## src/hw/rtl/rrts_pkg.sv

```systemverilog
// Shared types, sizes and codes for the round-robin task scheduler.
`default_nettype none

package rrts_pkg;

    localparam int MAX_TASKS      = 8;
    localparam int NUM_SEMAPHORES = 8;

    localparam int TID_W     = $clog2(MAX_TASKS);
    localparam int CNT_W     = $clog2(MAX_TASKS + 1);
    localparam int SEM_W     = $clog2(NUM_SEMAPHORES + 1);
    localparam int SEM_IDX_W = (NUM_SEMAPHORES > 1) ? $clog2(NUM_SEMAPHORES) : 1;
    localparam int DLY_W     = 15;
    localparam int MS_W      = 16;
    localparam int SID_W     = 3;

    localparam logic [SEM_W-1:0] SEM_NONE = SEM_W'(NUM_SEMAPHORES);

    localparam logic [1:0] RS_OK    = 2'd0;
    localparam logic [1:0] RS_FULL  = 2'd1;
    localparam logic [1:0] RS_RANGE = 2'd2;

    localparam logic [MS_W-1:0] MIN_DELAY_RESET = 16'd2;
    localparam logic [MS_W-1:0] MAX_DELAY_RESET = 16'd60000;

    typedef enum logic [1:0] {
        REG_MIN_DELAY = 2'd0,
        REG_MAX_DELAY = 2'd1
    } cfg_reg_t;

    typedef enum logic [1:0] {
        TS_EMPTY   = 2'd0,
        TS_READY   = 2'd1,
        TS_RUNNING = 2'd2,
        TS_BLOCKED = 2'd3
    } task_st_t;

    typedef enum logic [2:0] {
        K_TICK   = 3'd0,
        K_CREATE = 3'd1,
        K_DELAY  = 3'd2,
        K_WAIT   = 3'd3,
        K_SIGNAL = 3'd4,
        K_SET    = 3'd5
    } kind_t;

    typedef enum logic [2:0] {
        OP_NONE   = 3'd0,
        OP_TICK   = 3'd1,
        OP_CREATE = 3'd2,
        OP_DELAY  = 3'd3,
        OP_WAIT   = 3'd4,
        OP_SIGNAL = 3'd5,
        OP_PICK   = 3'd6
    } cell_op_t;

    typedef struct packed {
        cell_op_t         op;
        logic [TID_W-1:0] tid;
        logic [TID_W-1:0] cur;
        logic             cur_valid;
        logic [CNT_W-1:0] count;
        logic [DLY_W-1:0] dly;
        logic [SEM_W-1:0] sem;
        logic             found_a;
        logic             any_rdy;
    } cell_cmd_t;

    typedef struct packed {
        task_st_t st;
        logic     hit;
    } cell_stat_t;

endpackage

`default_nettype wire

```

## src/hw/rtl/round_robin_task_scheduler_unit.sv

```systemverilog
// Top level of the round-robin task scheduler: sequencer, semaphores, task cell chain.
//
//   channel  signals                                        transfer when
//   in       in_valid in_ready kind delay_ms sem_id          in_valid && in_ready
//            sem_value
//   out      out_valid out_ready status new_task_id          out_valid && out_ready
//            running_task switched current_blocked
//   cfg      cfg_we cfg_index cfg_wdata                      cfg_we
//
// A tick passes through accept, cell update, chain search and output load; every other
// event goes from cell update straight to output load. The search runs as a token ripple
// down the task cell chain. Reset empties every task slot and clears all semaphore counts.
// A result waiting on out_ready holds the sequencer in its last step.
`default_nettype none

module round_robin_task_scheduler_unit
    import rrts_pkg::*;
(
    input  wire logic                clk,
    input  wire logic                rst_n,
    input  wire logic                in_valid,
    output logic                     in_ready,
    input  wire logic [2:0]          kind,
    input  wire logic [MS_W-1:0]     delay_ms,
    input  wire logic [SID_W-1:0]    sem_id,
    input  wire logic signed [7:0]   sem_value,
    output logic                     out_valid,
    input  wire logic                out_ready,
    output logic [1:0]               status,
    output logic [TID_W-1:0]         new_task_id,
    output logic [TID_W-1:0]         running_task,
    output logic                     switched,
    output logic                     current_blocked,
    input  wire logic                cfg_we,
    input  wire logic [1:0]          cfg_index,
    input  wire logic [MS_W-1:0]     cfg_wdata
);

    typedef enum logic [3:0] {
        S_IDLE = 4'b0001,
        S_EXEC = 4'b0010,
        S_SRCH = 4'b0100,
        S_DONE = 4'b1000
    } state_t;

    state_t state_reg, state_next;

    logic [MS_W-1:0]  min_dly_reg, max_dly_reg;
    logic [TID_W-1:0] cur_reg, cur_next;
    logic [CNT_W-1:0] count_reg, count_next;
    logic signed [7:0] sem_reg [NUM_SEMAPHORES];

    logic [2:0]        kind_reg;
    logic [MS_W-1:0]   dms_reg;
    logic [SID_W-1:0]  sid_reg;
    logic signed [7:0] sval_reg;

    logic [1:0]       res_status_reg, res_status_next;
    logic [TID_W-1:0] res_newid_reg, res_newid_next;
    logic             res_sw_reg, res_sw_next;

    logic             out_valid_reg;
    logic [1:0]       status_reg;
    logic [TID_W-1:0] newid_reg;
    logic [TID_W-1:0] running_reg;
    logic             sw_reg;
    logic             blocked_reg;
    logic             load_out;

    logic                 sem_we;
    logic signed [7:0]    sem_wdata;
    logic signed [7:0]    sem_rd;
    logic signed [7:0]    sem_dec;
    logic signed [7:0]    sem_inc;
    logic [SEM_IDX_W-1:0] sid_idx;
    logic                 sid_ok;
    logic                 cur_valid;

    cell_cmd_t        cmd;
    cell_stat_t       cell_stat [MAX_TASKS];
    logic [MAX_TASKS:0] tok_a;
    logic [MAX_TASKS:0] tok_b;
    logic [TID_W-1:0] pos;

    assign in_ready  = state_reg == S_IDLE;
    assign cur_valid = CNT_W'(cur_reg) < count_reg;
    assign sid_ok    = 32'(sid_reg) < NUM_SEMAPHORES;
    assign sid_idx   = SEM_IDX_W'(sid_reg);
    assign sem_rd    = sem_reg[sid_idx];
    assign sem_dec   = (sem_rd == -8'sd128) ? sem_rd : sem_rd - 8'sd1;
    assign sem_inc   = (sem_rd == 8'sd127) ? sem_rd : sem_rd + 8'sd1;

    assign tok_a[0] = 1'b0;
    assign tok_b[0] = 1'b0;

    genvar gi;
    generate
        for (gi = 0; gi < MAX_TASKS; gi++)
        begin : g_cell
            rrts_task_cell u_cell (
                .clk       (clk),
                .rst_n     (rst_n),
                .idx       (TID_W'(gi)),
                .cmd       (cmd),
                .tok_a_in  (tok_a[gi]),
                .tok_b_in  (tok_b[gi]),
                .tok_a_out (tok_a[gi+1]),
                .tok_b_out (tok_b[gi+1]),
                .stat      (cell_stat[gi])
            );
        end
    endgenerate

    always_comb
    begin
        pos = '0;
        for (int i = 0; i < MAX_TASKS; i++)
        begin
            if (cell_stat[i].hit)
            begin
                pos = pos | TID_W'(i);
            end
        end
    end

    assign load_out = (state_reg == S_DONE) && (!out_valid_reg || out_ready);

    always_comb
    begin
        state_next      = state_reg;
        cur_next        = cur_reg;
        count_next      = count_reg;
        res_status_next = res_status_reg;
        res_newid_next  = res_newid_reg;
        res_sw_next     = res_sw_reg;
        sem_we          = 1'b0;
        sem_wdata       = sem_rd;
        cmd.op          = OP_NONE;
        cmd.tid         = cur_reg;
        cmd.cur         = cur_reg;
        cmd.cur_valid   = cur_valid;
        cmd.count       = count_reg;
        cmd.dly         = dms_reg[MS_W-1:1];
        cmd.sem         = SEM_W'(sid_reg);
        cmd.found_a     = tok_a[MAX_TASKS];
        cmd.any_rdy     = tok_b[MAX_TASKS];
        unique case (state_reg)
            S_IDLE:
            begin
                if (in_valid)
                begin
                    state_next = S_EXEC;
                end
            end
            S_EXEC:
            begin
                res_status_next = RS_OK;
                res_newid_next  = '0;
                res_sw_next     = 1'b0;
                state_next      = S_DONE;
                unique case (kind_reg)
                    K_TICK:
                    begin
                        cmd.op     = OP_TICK;
                        state_next = S_SRCH;
                    end
                    K_CREATE:
                    begin
                        if (count_reg == CNT_W'(MAX_TASKS))
                        begin
                            res_status_next = RS_FULL;
                        end
                        else
                        begin
                            cmd.op         = OP_CREATE;
                            cmd.tid        = TID_W'(count_reg);
                            res_newid_next = TID_W'(count_reg);
                            count_next     = count_reg + CNT_W'(1);
                        end
                    end
                    K_DELAY:
                    begin
                        if (dms_reg > max_dly_reg || dms_reg < min_dly_reg)
                        begin
                            res_status_next = RS_RANGE;
                        end
                        else if (cur_valid)
                        begin
                            cmd.op = OP_DELAY;
                        end
                    end
                    K_WAIT:
                    begin
                        if (sid_ok)
                        begin
                            sem_we    = 1'b1;
                            sem_wdata = sem_dec;
                            if (sem_dec < 8'sd0 && cur_valid)
                            begin
                                cmd.op = OP_WAIT;
                            end
                        end
                    end
                    K_SIGNAL:
                    begin
                        if (sid_ok)
                        begin
                            sem_we    = 1'b1;
                            sem_wdata = sem_inc;
                            if (sem_inc <= 8'sd0)
                            begin
                                cmd.op = OP_SIGNAL;
                            end
                        end
                    end
                    K_SET:
                    begin
                        if (sid_ok)
                        begin
                            sem_we    = 1'b1;
                            sem_wdata = sval_reg;
                        end
                    end
                    default:
                    begin
                    end
                endcase
            end
            S_SRCH:
            begin
                cmd.op  = OP_PICK;
                cmd.tid = cur_valid ? cur_reg : '0;
                if (tok_b[MAX_TASKS])
                begin
                    cur_next    = pos;
                    res_sw_next = pos != cur_reg;
                end
                state_next = S_DONE;
            end
            S_DONE:
            begin
                if (load_out)
                begin
                    state_next = S_IDLE;
                end
            end
            default:
            begin
                state_next = S_IDLE;
            end
        endcase
    end

    always_ff @(posedge clk or negedge rst_n)
    begin
        if (!rst_n)
        begin
            state_reg      <= S_IDLE;
            cur_reg        <= '0;
            count_reg      <= '0;
            min_dly_reg    <= MIN_DELAY_RESET;
            max_dly_reg    <= MAX_DELAY_RESET;
            out_valid_reg  <= 1'b0;
            res_status_reg <= RS_OK;
            res_newid_reg  <= '0;
            res_sw_reg     <= 1'b0;
            for (int i = 0; i < NUM_SEMAPHORES; i++)
            begin
                sem_reg[i] <= '0;
            end
        end
        else
        begin
            state_reg      <= state_next;
            cur_reg        <= cur_next;
            count_reg      <= count_next;
            res_status_reg <= res_status_next;
            res_newid_reg  <= res_newid_next;
            res_sw_reg     <= res_sw_next;
            if (sem_we)
            begin
                sem_reg[sid_idx] <= sem_wdata;
            end
            if (cfg_we)
            begin
                if (cfg_index == REG_MIN_DELAY)
                begin
                    min_dly_reg <= cfg_wdata;
                end
                else if (cfg_index == REG_MAX_DELAY)
                begin
                    max_dly_reg <= cfg_wdata;
                end
            end
            if (load_out)
            begin
                out_valid_reg <= 1'b1;
            end
            else if (out_ready)
            begin
                out_valid_reg <= 1'b0;
            end
        end
    end

    always_ff @(posedge clk)
    begin
        if (in_valid && in_ready)
        begin
            kind_reg <= kind;
            dms_reg  <= delay_ms;
            sid_reg  <= sem_id;
            sval_reg <= sem_value;
        end
        if (load_out)
        begin
            status_reg  <= res_status_reg;
            newid_reg   <= res_newid_reg;
            running_reg <= cur_reg;
            sw_reg      <= res_sw_reg;
            blocked_reg <= cur_valid && (cell_stat[cur_reg].st == TS_BLOCKED);
        end
    end

    assign out_valid       = out_valid_reg;
    assign status          = status_reg;
    assign new_task_id     = newid_reg;
    assign running_task    = running_reg;
    assign switched        = sw_reg;
    assign current_blocked = blocked_reg;

endmodule

`default_nettype wire

```

## src/hw/rtl/rrts_task_cell.sv

```systemverilog
// One task slot of the scheduler chain: state, delay counter, waited semaphore.
`default_nettype none

module rrts_task_cell
    import rrts_pkg::*;
(
    input  wire logic             clk,
    input  wire logic             rst_n,
    input  wire logic [TID_W-1:0] idx,
    input  wire cell_cmd_t        cmd,
    input  wire logic             tok_a_in,
    input  wire logic             tok_b_in,
    output logic                  tok_a_out,
    output logic                  tok_b_out,
    output cell_stat_t            stat
);

    task_st_t         st_reg, st_next;
    logic [DLY_W-1:0] dly_reg, dly_next;
    logic [SEM_W-1:0] wsem_reg, wsem_next;

    logic in_use;
    logic mine;
    logic cand_a;
    logic cand_b;
    logic hit;

    assign in_use = CNT_W'(idx) < cmd.count;
    assign mine   = idx == cmd.tid;

    always_comb
    begin
        cand_a = 1'b0;
        cand_b = in_use && (st_reg == TS_READY);
        if (cmd.op == OP_SIGNAL)
        begin
            cand_a = in_use && (st_reg == TS_BLOCKED) && (wsem_reg == cmd.sem);
        end
        else if (cmd.op == OP_PICK)
        begin
            cand_a = cand_b && (idx >= cmd.tid);
        end
    end

    assign tok_a_out = tok_a_in | cand_a;
    assign tok_b_out = tok_b_in | cand_b;

    always_comb
    begin
        hit = 1'b0;
        if (cmd.op == OP_SIGNAL)
        begin
            hit = cand_a && !tok_a_in;
        end
        else if (cmd.op == OP_PICK)
        begin
            hit = cmd.found_a ? (cand_a && !tok_a_in) : (cand_b && !tok_b_in);
        end
    end

    assign stat.st  = st_reg;
    assign stat.hit = hit;

    always_comb
    begin
        st_next   = st_reg;
        dly_next  = dly_reg;
        wsem_next = wsem_reg;
        unique case (cmd.op)
            OP_TICK:
            begin
                if (in_use && st_reg == TS_BLOCKED)
                begin
                    if (dly_reg == '0)
                    begin
                        if (wsem_reg == SEM_NONE)
                        begin
                            st_next = TS_READY;
                        end
                    end
                    else
                    begin
                        dly_next = dly_reg - DLY_W'(1);
                        if (dly_reg == DLY_W'(1))
                        begin
                            st_next = TS_READY;
                        end
                    end
                end
            end
            OP_CREATE:
            begin
                if (mine)
                begin
                    st_next   = TS_READY;
                    dly_next  = '0;
                    wsem_next = SEM_NONE;
                end
            end
            OP_DELAY:
            begin
                if (mine)
                begin
                    st_next  = TS_BLOCKED;
                    dly_next = cmd.dly;
                end
            end
            OP_WAIT:
            begin
                if (mine)
                begin
                    st_next   = TS_BLOCKED;
                    wsem_next = cmd.sem;
                end
            end
            OP_SIGNAL:
            begin
                if (hit)
                begin
                    st_next   = TS_READY;
                    wsem_next = SEM_NONE;
                end
            end
            OP_PICK:
            begin
                if (hit)
                begin
                    st_next = TS_RUNNING;
                end
                else if (cmd.any_rdy && cmd.cur_valid && (idx == cmd.cur)
                         && st_reg == TS_RUNNING)
                begin
                    st_next = TS_READY;
                end
            end
            default:
            begin
            end
        endcase
    end

    always_ff @(posedge clk or negedge rst_n)
    begin
        if (!rst_n)
        begin
            st_reg   <= TS_EMPTY;
            dly_reg  <= '0;
            wsem_reg <= SEM_NONE;
        end
        else
        begin
            st_reg   <= st_next;
            dly_reg  <= dly_next;
            wsem_reg <= wsem_next;
        end
    end

endmodule

`default_nettype wire

```

## config.mk

```make
export PLATFORM = sky130hd
export DESIGN_NAME = round_robin_task_scheduler_unit
export DESIGN_NICKNAME = d
export VERILOG_FILES = /design/src/hw/rtl/rrts_pkg.sv /design/src/hw/rtl/round_robin_task_scheduler_unit.sv /design/src/hw/rtl/rrts_task_cell.sv
export SDC_FILE = /design/constraint.sdc
export NUM_CORES = 1
export LEC_CHECK = 0
export ABC_AREA = 1
export BUFFER_PORTS_ARGS = -buffer_cell sky130_fd_sc_hd__buf_2
export CORE_MARGIN = 2
export CORE_UTILIZATION = 25
export CTS_CLUSTER_DIAMETER = 30
export CTS_CLUSTER_SIZE = 16
export DETAILED_ROUTE_END_ITERATION = 8
export GPL_ROUTABILITY_DRIVEN = 1
export GPL_TIMING_DRIVEN = 0
export PLACE_DENSITY = 0.49
export SLEW_MARGIN = 40
export SYNTH_ARGS = -nofsm -noshare
export SYNTH_HDL_FRONTEND = slang
export SYNTH_SLANG_ARGS = --single-unit
```

## constraint.sdc

```tcl
create_clock -name clk -period 7.3 [get_ports clk]
set_input_delay 1.095 -clock clk [delete_from_list [all_inputs] [get_ports clk]]
set_output_delay 1.095 -clock clk [all_outputs]
set_load 0.02 [all_outputs]
```

# Word-level counts from Yosys, hierarchy flattened
# Index checks and enable logic that the tools add are counted.
# op_classes
muxes,236
magnitude_cmp,24
reduce_logical,134
add_sub_neg,11
n_eq_ne,166
bitwise,18
# op_table
cell,n
15-bit 2-to-1 mux,32
15-bit case mux with 3 select lines,8
2-bit 2-to-1 mux,77
"15-bit by 1-bit equality test with 1-bit output, second input constant",8
15-bit logical NOT,8
"15-bit by 1-bit subtractor with 15-bit output, second input constant",8
4-bit 2-to-1 mux,27
"2-bit by 1-bit inequality test with 1-bit output, second input constant",49
4-bit case mux with 3 select lines,8
2-bit case mux with 5 select lines,8
1-bit logical AND,68
64-bit bitwise mux,1
8-bit AND reduction,8
8-bit 2-to-1 mux,6
1-bit 2-to-1 mux,47
"3-bit by 1-bit inequality test with 1-bit output, second input constant",15
"4-bit equality test, second input constant",10
5-bit AND reduction,8
3-bit 2-to-1 mux,12
"2-bit equality test, second input constant",17
4-bit by 3-bit equality test with 1-bit output,8
4-bit AND reduction,8
8-bit binary-select mux with 3-bit select,1
8-bit demux with 3-bit select,1
53 further kinds,146
# word_totals
ff_bits,322
out_inout_bits,12

# Logic depth before layout (Yosys ltp)
# depth
depth_word,35
depth_mapped,36
ltp_nobuf,34

# Cells and area by module
# Synthesis repeated with hierarchy kept, for this count alone.
# unflattened
hier_cells,3301
area_unflattened_um2,23779.1
# modules_own_cells
mod,instances,area_each_um2,cells_each
rrts_task_cell (g_cell[0].u_cell ...),6,1960.6,293
round_robin_task_scheduler_unit,1,8408.1,994
rrts_task_cell (g_cell[7].u_cell),1,1829.3,281
rrts_task_cell (g_cell[6].u_cell),1,1778.0,268

# Worst setup path after synthesis
# OpenSTA, ideal clock, no wires.
# synth_path
kind,reg2reg
from,"reg sid_reg[0], in the netlist sid_idx[0]"
to,reg g_cell[7].u_cell.st_reg[1]
period_less_slack_ps,3642
arrival_ps,3515
stages_incl_launch_ff,31
setup_time_ps,127
path_slack_ps,3658
n_path_buf,3
path_cell_list,edfxtp_1 buf_6 buf_4 o21ai_1 nand2_1 nand2_1 nand2_1 nand2_2 ha_1 inv_1 nor2_1 nand2_1 nor2_1 nand3_1 nand3_1 nor2_1 nand3_2 nand3_1 nand3_2 nor2_4 buf_6 a21oi_2 nand4_2 nor2_8 nand2_4 nor2_8 inv_2 a21oi_2 nand3_1 a211oi_1 a21oi_1
# synth_via
elab_chain_len,27
# synth_rtl
item,line,text
"start, declared",round_robin_task_scheduler_unit.sv:55,logic [SID_W-1:0] sid_reg;
"start signal, assigned",round_robin_task_scheduler_unit.sv:312,sid_reg <= sem_id;
3-bit inverter with 4-bit output (not written as such),round_robin_task_scheduler_unit.sv:89,assign sem_rd = sem_reg[sid_idx];
8-bit binary-select mux with 3-bit select,round_robin_task_scheduler_unit.sv:89,
8-bit 2-to-1 mux (not written as such) (2 in series),round_robin_task_scheduler_unit.sv:89,
8-bit by 2-bit subtractor with 8-bit output or 8-bit equality test (tied branches),round_robin_task_scheduler_unit.sv:90,assign sem_dec = (sem_rd == -8'sd128) ? sem_rd : sem_rd - 8'sd1;
8-bit 2-to-1 mux,round_robin_task_scheduler_unit.sv:90,
8-bit by 1-bit less-than comparator with 1-bit output,round_robin_task_scheduler_unit.sv:198,if (sem_dec < 8'sd0 && cur_valid)
1-bit logical AND,round_robin_task_scheduler_unit.sv:198,
3-bit 2-to-1 mux,round_robin_task_scheduler_unit.sv:198,
[5 not listed],n/a,
1-bit bitwise OR (6 in series),rrts_task_cell.sv:45,assign tok_a_out = tok_a_in | cand_a;
1-bit logical NOT,"rrts_task_cell.sv:53, rrts_task_cell.sv:57",
1-bit logical AND,"rrts_task_cell.sv:53, rrts_task_cell.sv:57",
1-bit 2-to-1 mux,rrts_task_cell.sv:57,hit = cmd.found_a ? (cand_a && !tok_a_in) : (cand_b && !tok_b_in);
1-bit 2-to-1 mux,rrts_task_cell.sv:55,else if (cmd.op == OP_PICK)
1-bit 2-to-1 mux,rrts_task_cell.sv:51,if (cmd.op == OP_SIGNAL)
"3-bit by 1-bit inequality test with 1-bit output (no source line), or another cell as far along",n/a,
8-bit AND reduction (no source line) or 2-bit case mux with 5 select lines (tied branches),n/a,
"end signal, assigned",rrts_task_cell.sv:152,st_reg <= st_next;
"end, declared",rrts_task_cell.sv:18,"task_st_t st_reg, st_next;"
# Parallel ways exist; a longest one is shown, timed or not. The select of a mux whose other input is x is not followed.
# A chain may end at the register's enable or synchronous reset.

# Final worst setup path
# layout_path
from,reg dms_reg[12]
to,reg g_cell[4].u_cell.dly_reg[1]
# layout_via
elab_chain_len,8
# layout_rtl
item,line,text
"start, declared",round_robin_task_scheduler_unit.sv:54,logic [MS_W-1:0] dms_reg;
"start signal, assigned",round_robin_task_scheduler_unit.sv:311,dms_reg <= delay_ms;
16-bit > comparator or 16-bit less-than comparator (tied branches),round_robin_task_scheduler_unit.sv:183,if (dms_reg > max_dly_reg || dms_reg < min_dly_reg)
1-bit logical OR *,round_robin_task_scheduler_unit.sv:183,
2-bit 2-to-1 mux *,round_robin_task_scheduler_unit.sv:183,
3-bit case mux with 5 select lines *,round_robin_task_scheduler_unit.sv:161,unique case (kind_reg)
6-bit case mux with 2 select lines *,round_robin_task_scheduler_unit.sv:147,unique case (state_reg)
3-bit by 2-bit equality test with 1-bit output or 3-bit by 1-bit equality test with 1-bit output (tied branches),rrts_task_cell.sv:69,unique case (cmd.op)
"2-bit by 1-bit inequality test with 1-bit output (no source line), or another cell as far along",n/a,
5-bit AND reduction (no source line),n/a,
"end signal, assigned",rrts_task_cell.sv:153,dly_reg <= dly_next;
"end, declared",rrts_task_cell.sv:19,"logic [DLY_W-1:0] dly_reg, dly_next;"
# Mark *: on every way between the ends. The rest lies on a longest branch, timed or not.

==> reports/metrics.csv <==
stage,metric,value,unit
cts,CTS root buf,clkbuf_16,
power_and_ir_drop,Final Power,9.43,mW
yosys,Synth Area in XOR/XNOR,0.0285,
final_layout,FF/Latch Area,8280,um^2
final_layout,area of the multi-input gates,9400,um^2
yosys,yosys warns,0,
cts,"Gates resized, CTS repair",0,
worst_setup_path,Critical Path Fanout Max,10,
status,status,"complete, no violations",
timing,max-slew violations,0,
worst_setup_path,Crit Reg-Reg Startpoint,dms_reg[12],
detailed_routing,Routed Antenna Nets,0,
grt,gr usage total,0.157,
cts,Clock Path Buffers,3,
floorplan,Core Area,77100,um^2
yosys,Synth Area in Adders,0.0348,
timing,Final Hold Vio Count,0,
worst_setup_path,Worst EP arrival,5.71,ns
timing,RSZ-0062 raised after global routing,false,
timing,Worst-Margin Slew,0.897,ns
detailed_routing,Total Wirelength,61.5,mm
yosys,commonest cells in the netlist,"nand2_1 (533), inv_1 (364), dfrtp_1 (265)",
timing,setup TNS,0,ns
power_and_ir_drop,clock share of power,0.422,
final_layout,layout net count,2738,
yosys,flip-flop and latch count after synthesis,322,
detailed_routing,vias per cell,4.57,
worst_setup_path,R2R cell count,17,
yosys,most frequent cell after synthesis,nand2_1,
yosys,largest family of logic cells by synthesized area,simple AND/OR/NAND/NOR gates,
yosys,Post-Syn Area,19400,um^2
power_and_ir_drop,Max VDD drop,168,uV
yosys,post-synthesis compound-gate area fraction,0.143,
yosys,largest cells by area after synthesis,"dfrtp_1 (34%), nand2_1 (10%), inv_1 (7.0%), edfxtp_1 (6.2%), o21ai_0 (6.1%)",
final_layout,fill cell count,8206,
power_and_ir_drop,Comb pwr share,0.283,
yosys,simple-gate share of the synthesized area,0.224,
final_layout,max reg flops,120,
floorplan,Die X,283,um
yosys,sequential fraction of the synthesis area,0.427,
worst_setup_path,"Req. time, crit path",7.83,ns
cts,"Reg clk slew, reported paths",0.04,ns
cts,H-tree depth,3,
worst_setup_path,crit path kind,reg -> reg,
yosys,syn nets,2575,
grt,largest net degree at the start of global routing,68,
cts,TritonCTS clock tree,done,
power_and_ir_drop,Sw Share,0.343,
power_and_ir_drop,Sequential Power Share,0.295,
yosys,post-synthesis cell count,2468,
flow_run,Max-cap violations,0,
grt,gr ovfl total,0,
cts,Post-CTS Setup Bufs,0,
power_and_ir_drop,Pleak,12.0,nW
detailed_routing,Via Count,17100,
grt,initial antenna violation count,0,
cts,Clock Latency Late Sink,0.62,ns
worst_setup_path,worst reg-to-reg setup slack,2.11,ns
timing,slew margin rel.,0.387,
timing,time the worst path needs with I/O delays and setup,5.19,ns
final_layout,n_diodes,0,
timing,Clock Skews,0.0205,ns
place,I/O Buffers,64,
timing,Setup Viol. Count Final,0,
grt,first-pass GRT wire length,97.7,mm
yosys,"area leader, netlist",dfrtp_1,
detailed_routing,Routed WL per cell,16.4,um
yosys,post-synthesis cell type count,73,
yosys,Synth top area share,0.342,
final_layout,"final std cell area, no fill",24300,um^2
floorplan,DIE AREA,79800,um^2
yosys,asr flop ratio synth,0.876,
detailed_routing,DRC violations left,0,
power_and_ir_drop,PD cells,388,nW/um^2
worst_setup_path,startpoint types,register,
min_path,min-delay worst type,in -> async,
final_layout,Layout area overhead,25.4,%
detailed_routing,drt pass-1 iters,5,
place,Placed Instance Area,21200,um^2
yosys,"Primary FF master, synth",dfrtp_1,
cts,hold buffer count at cts,0,
worst_setup_path,reg2reg end,g_cell[4].u_cell.dly_reg[1],
final_layout,share of cells above drive strength 1,0.146,
place,HPWL after detailed placement,44.0,mm
cts,CTS buffer count,91,
yosys,Mean Syn Cell Area,7.86,um^2
yosys,Post-synth EDFFs,40,
cts,Clock Sinks,322,
floorplan,Starting Density,0.252,
worst_setup_path,crit end category,register,
yosys,post-synthesis mux area share,0.0524,
power_and_ir_drop,Int Pwr,6.19,mW
detailed_routing,Initial DRC Count,1228,
floorplan,# IOs,65,
place,gp weighted congestion,0.904,
floorplan,Die Height,283,um
timing,final period utilization,0.710,
power_and_ir_drop,NetSw,3.24,mW
floorplan,Rows,102,
grt,vias in the first global route,16800,
timing,Max Freq,193,MHz
==> power by group through the flow <==
stage               combinational [mW]  sequential [mW]  clock (mW)
global placement                  2.59             2.81           0
floorplan                         2.01             2.70           0
CTS                               2.66             2.79        4.05
global route                      3.08             2.86        4.16
finish                            2.67             2.79        3.98
detailed placement                2.65             2.80           0
==> through the flow <==
step / worst slack, ns / hold slack [ns] / instances / util
global placement: -0.736 / 0.432 / 3572 / 0.273
CTS: 2.01 / 0.418 / 3746 / 0.315
global route: 1.75 / 0.425 / 3746 / 0.316
detailed placement: 2.05 / 0.441 / 3578 / 0.275
floorplan: 3.66 / 0.419 / 2468 / -
finish: 2.11 / 0.403 / 3746 / 0.316
==> metal layers <==
metal | track usage | up-vias | part of all wire
met4 | 0.0450 | 0 | 0.024
met2 | 0.246 | 429 | 0.44
met1 | 0.218 | 8102 | 0.48
met5 | 0 | - | 0
li1 | - | 8477 | -
met3 | 0.0337 | 113 | 0.056
==> cell families (layout without fill, tap and decap cells) <==
| group | count (synthesis) | after routing |
|---|---|---|
| adders and majority gates | 54 | 54 |
| muxes | 93 | 93 |
| AOI/OAI and AO/OA | 482 | 482 |
| xor gates and xnor gates | 63 | 63 |
| and+or+nand+nor | 1010 | 1010 |
| buffers and inverters | 444 | 682 |
| DFF | 322 | 322 |
==> critical path, cell delays in order, from the launching register on <==
cell and delay (ns):
edfxtp_1 0.61, ha_1 0.38, nand3_1 0.10, nor3_1 0.37, nand4_1 0.14, nand2_1 0.37, nand3_1 0.19, nand2_1 0.10
nand2_1 0.15, inv_1 0.12, clkbuf_1 0.47, nand2_1 0.24, inv_1 0.22, clkbuf_1 0.53, nand2_1 0.61, o21ai_0 0.25
nor2_1 0.07, a21oi_1 0.15
==> final cells by class <==
cell class / instances / area share
well taps: 1040 / 0.0535
inverters: 379 / 0.0588
multi-input cells: 1702 / 0.387
plain buffers: 65 / 0.0131
repair buffers: 70 / 0.0199
flip-flops and latches: 322 / 0.340
clock inverters: 35 / 0.0176
clock buffers: 133 / 0.110
==> worst max path at each step <==
stage	cells after the start	endpoint	startpoint
floorplan	30	g_cell[7].u_cell.st_reg[1]	sid_idx[0]
global placement	1	g_cell[6].u_cell.dly_reg[14]	rst_n
detailed placement	17	g_cell[1].u_cell.dly_reg[1]	dms_reg[12]
CTS	17	g_cell[4].u_cell.dly_reg[1]	dms_reg[12]
global route	20	g_cell[5].u_cell.dly_reg[1]	max_dly_reg[15]
finish	17	g_cell[4].u_cell.dly_reg[1]	dms_reg[12]
==> layout by cell type, fill, tap and decap left out, drive strengths merged, types with 5 or more instances in the layout <==
cell	n
buf	87
clkinv	21
nand4	27
clkbuf	181
o2111ai	15
dfrtp	265
nor2	264
mux2	68
edfxtp	40
o211ai	13
ha	54
o31ai	6
nor3	55
inv	382
a2111oi	5
nor4	18
a21oi	139
nand2	544
a221oi	8
bufinv	8
xnor2	25
xor2	38
dfstp	17
o21ai	252
a31oi	6
mux2i	25
nand3	88
Note: power is estimated with default switching activity, not from simulation.
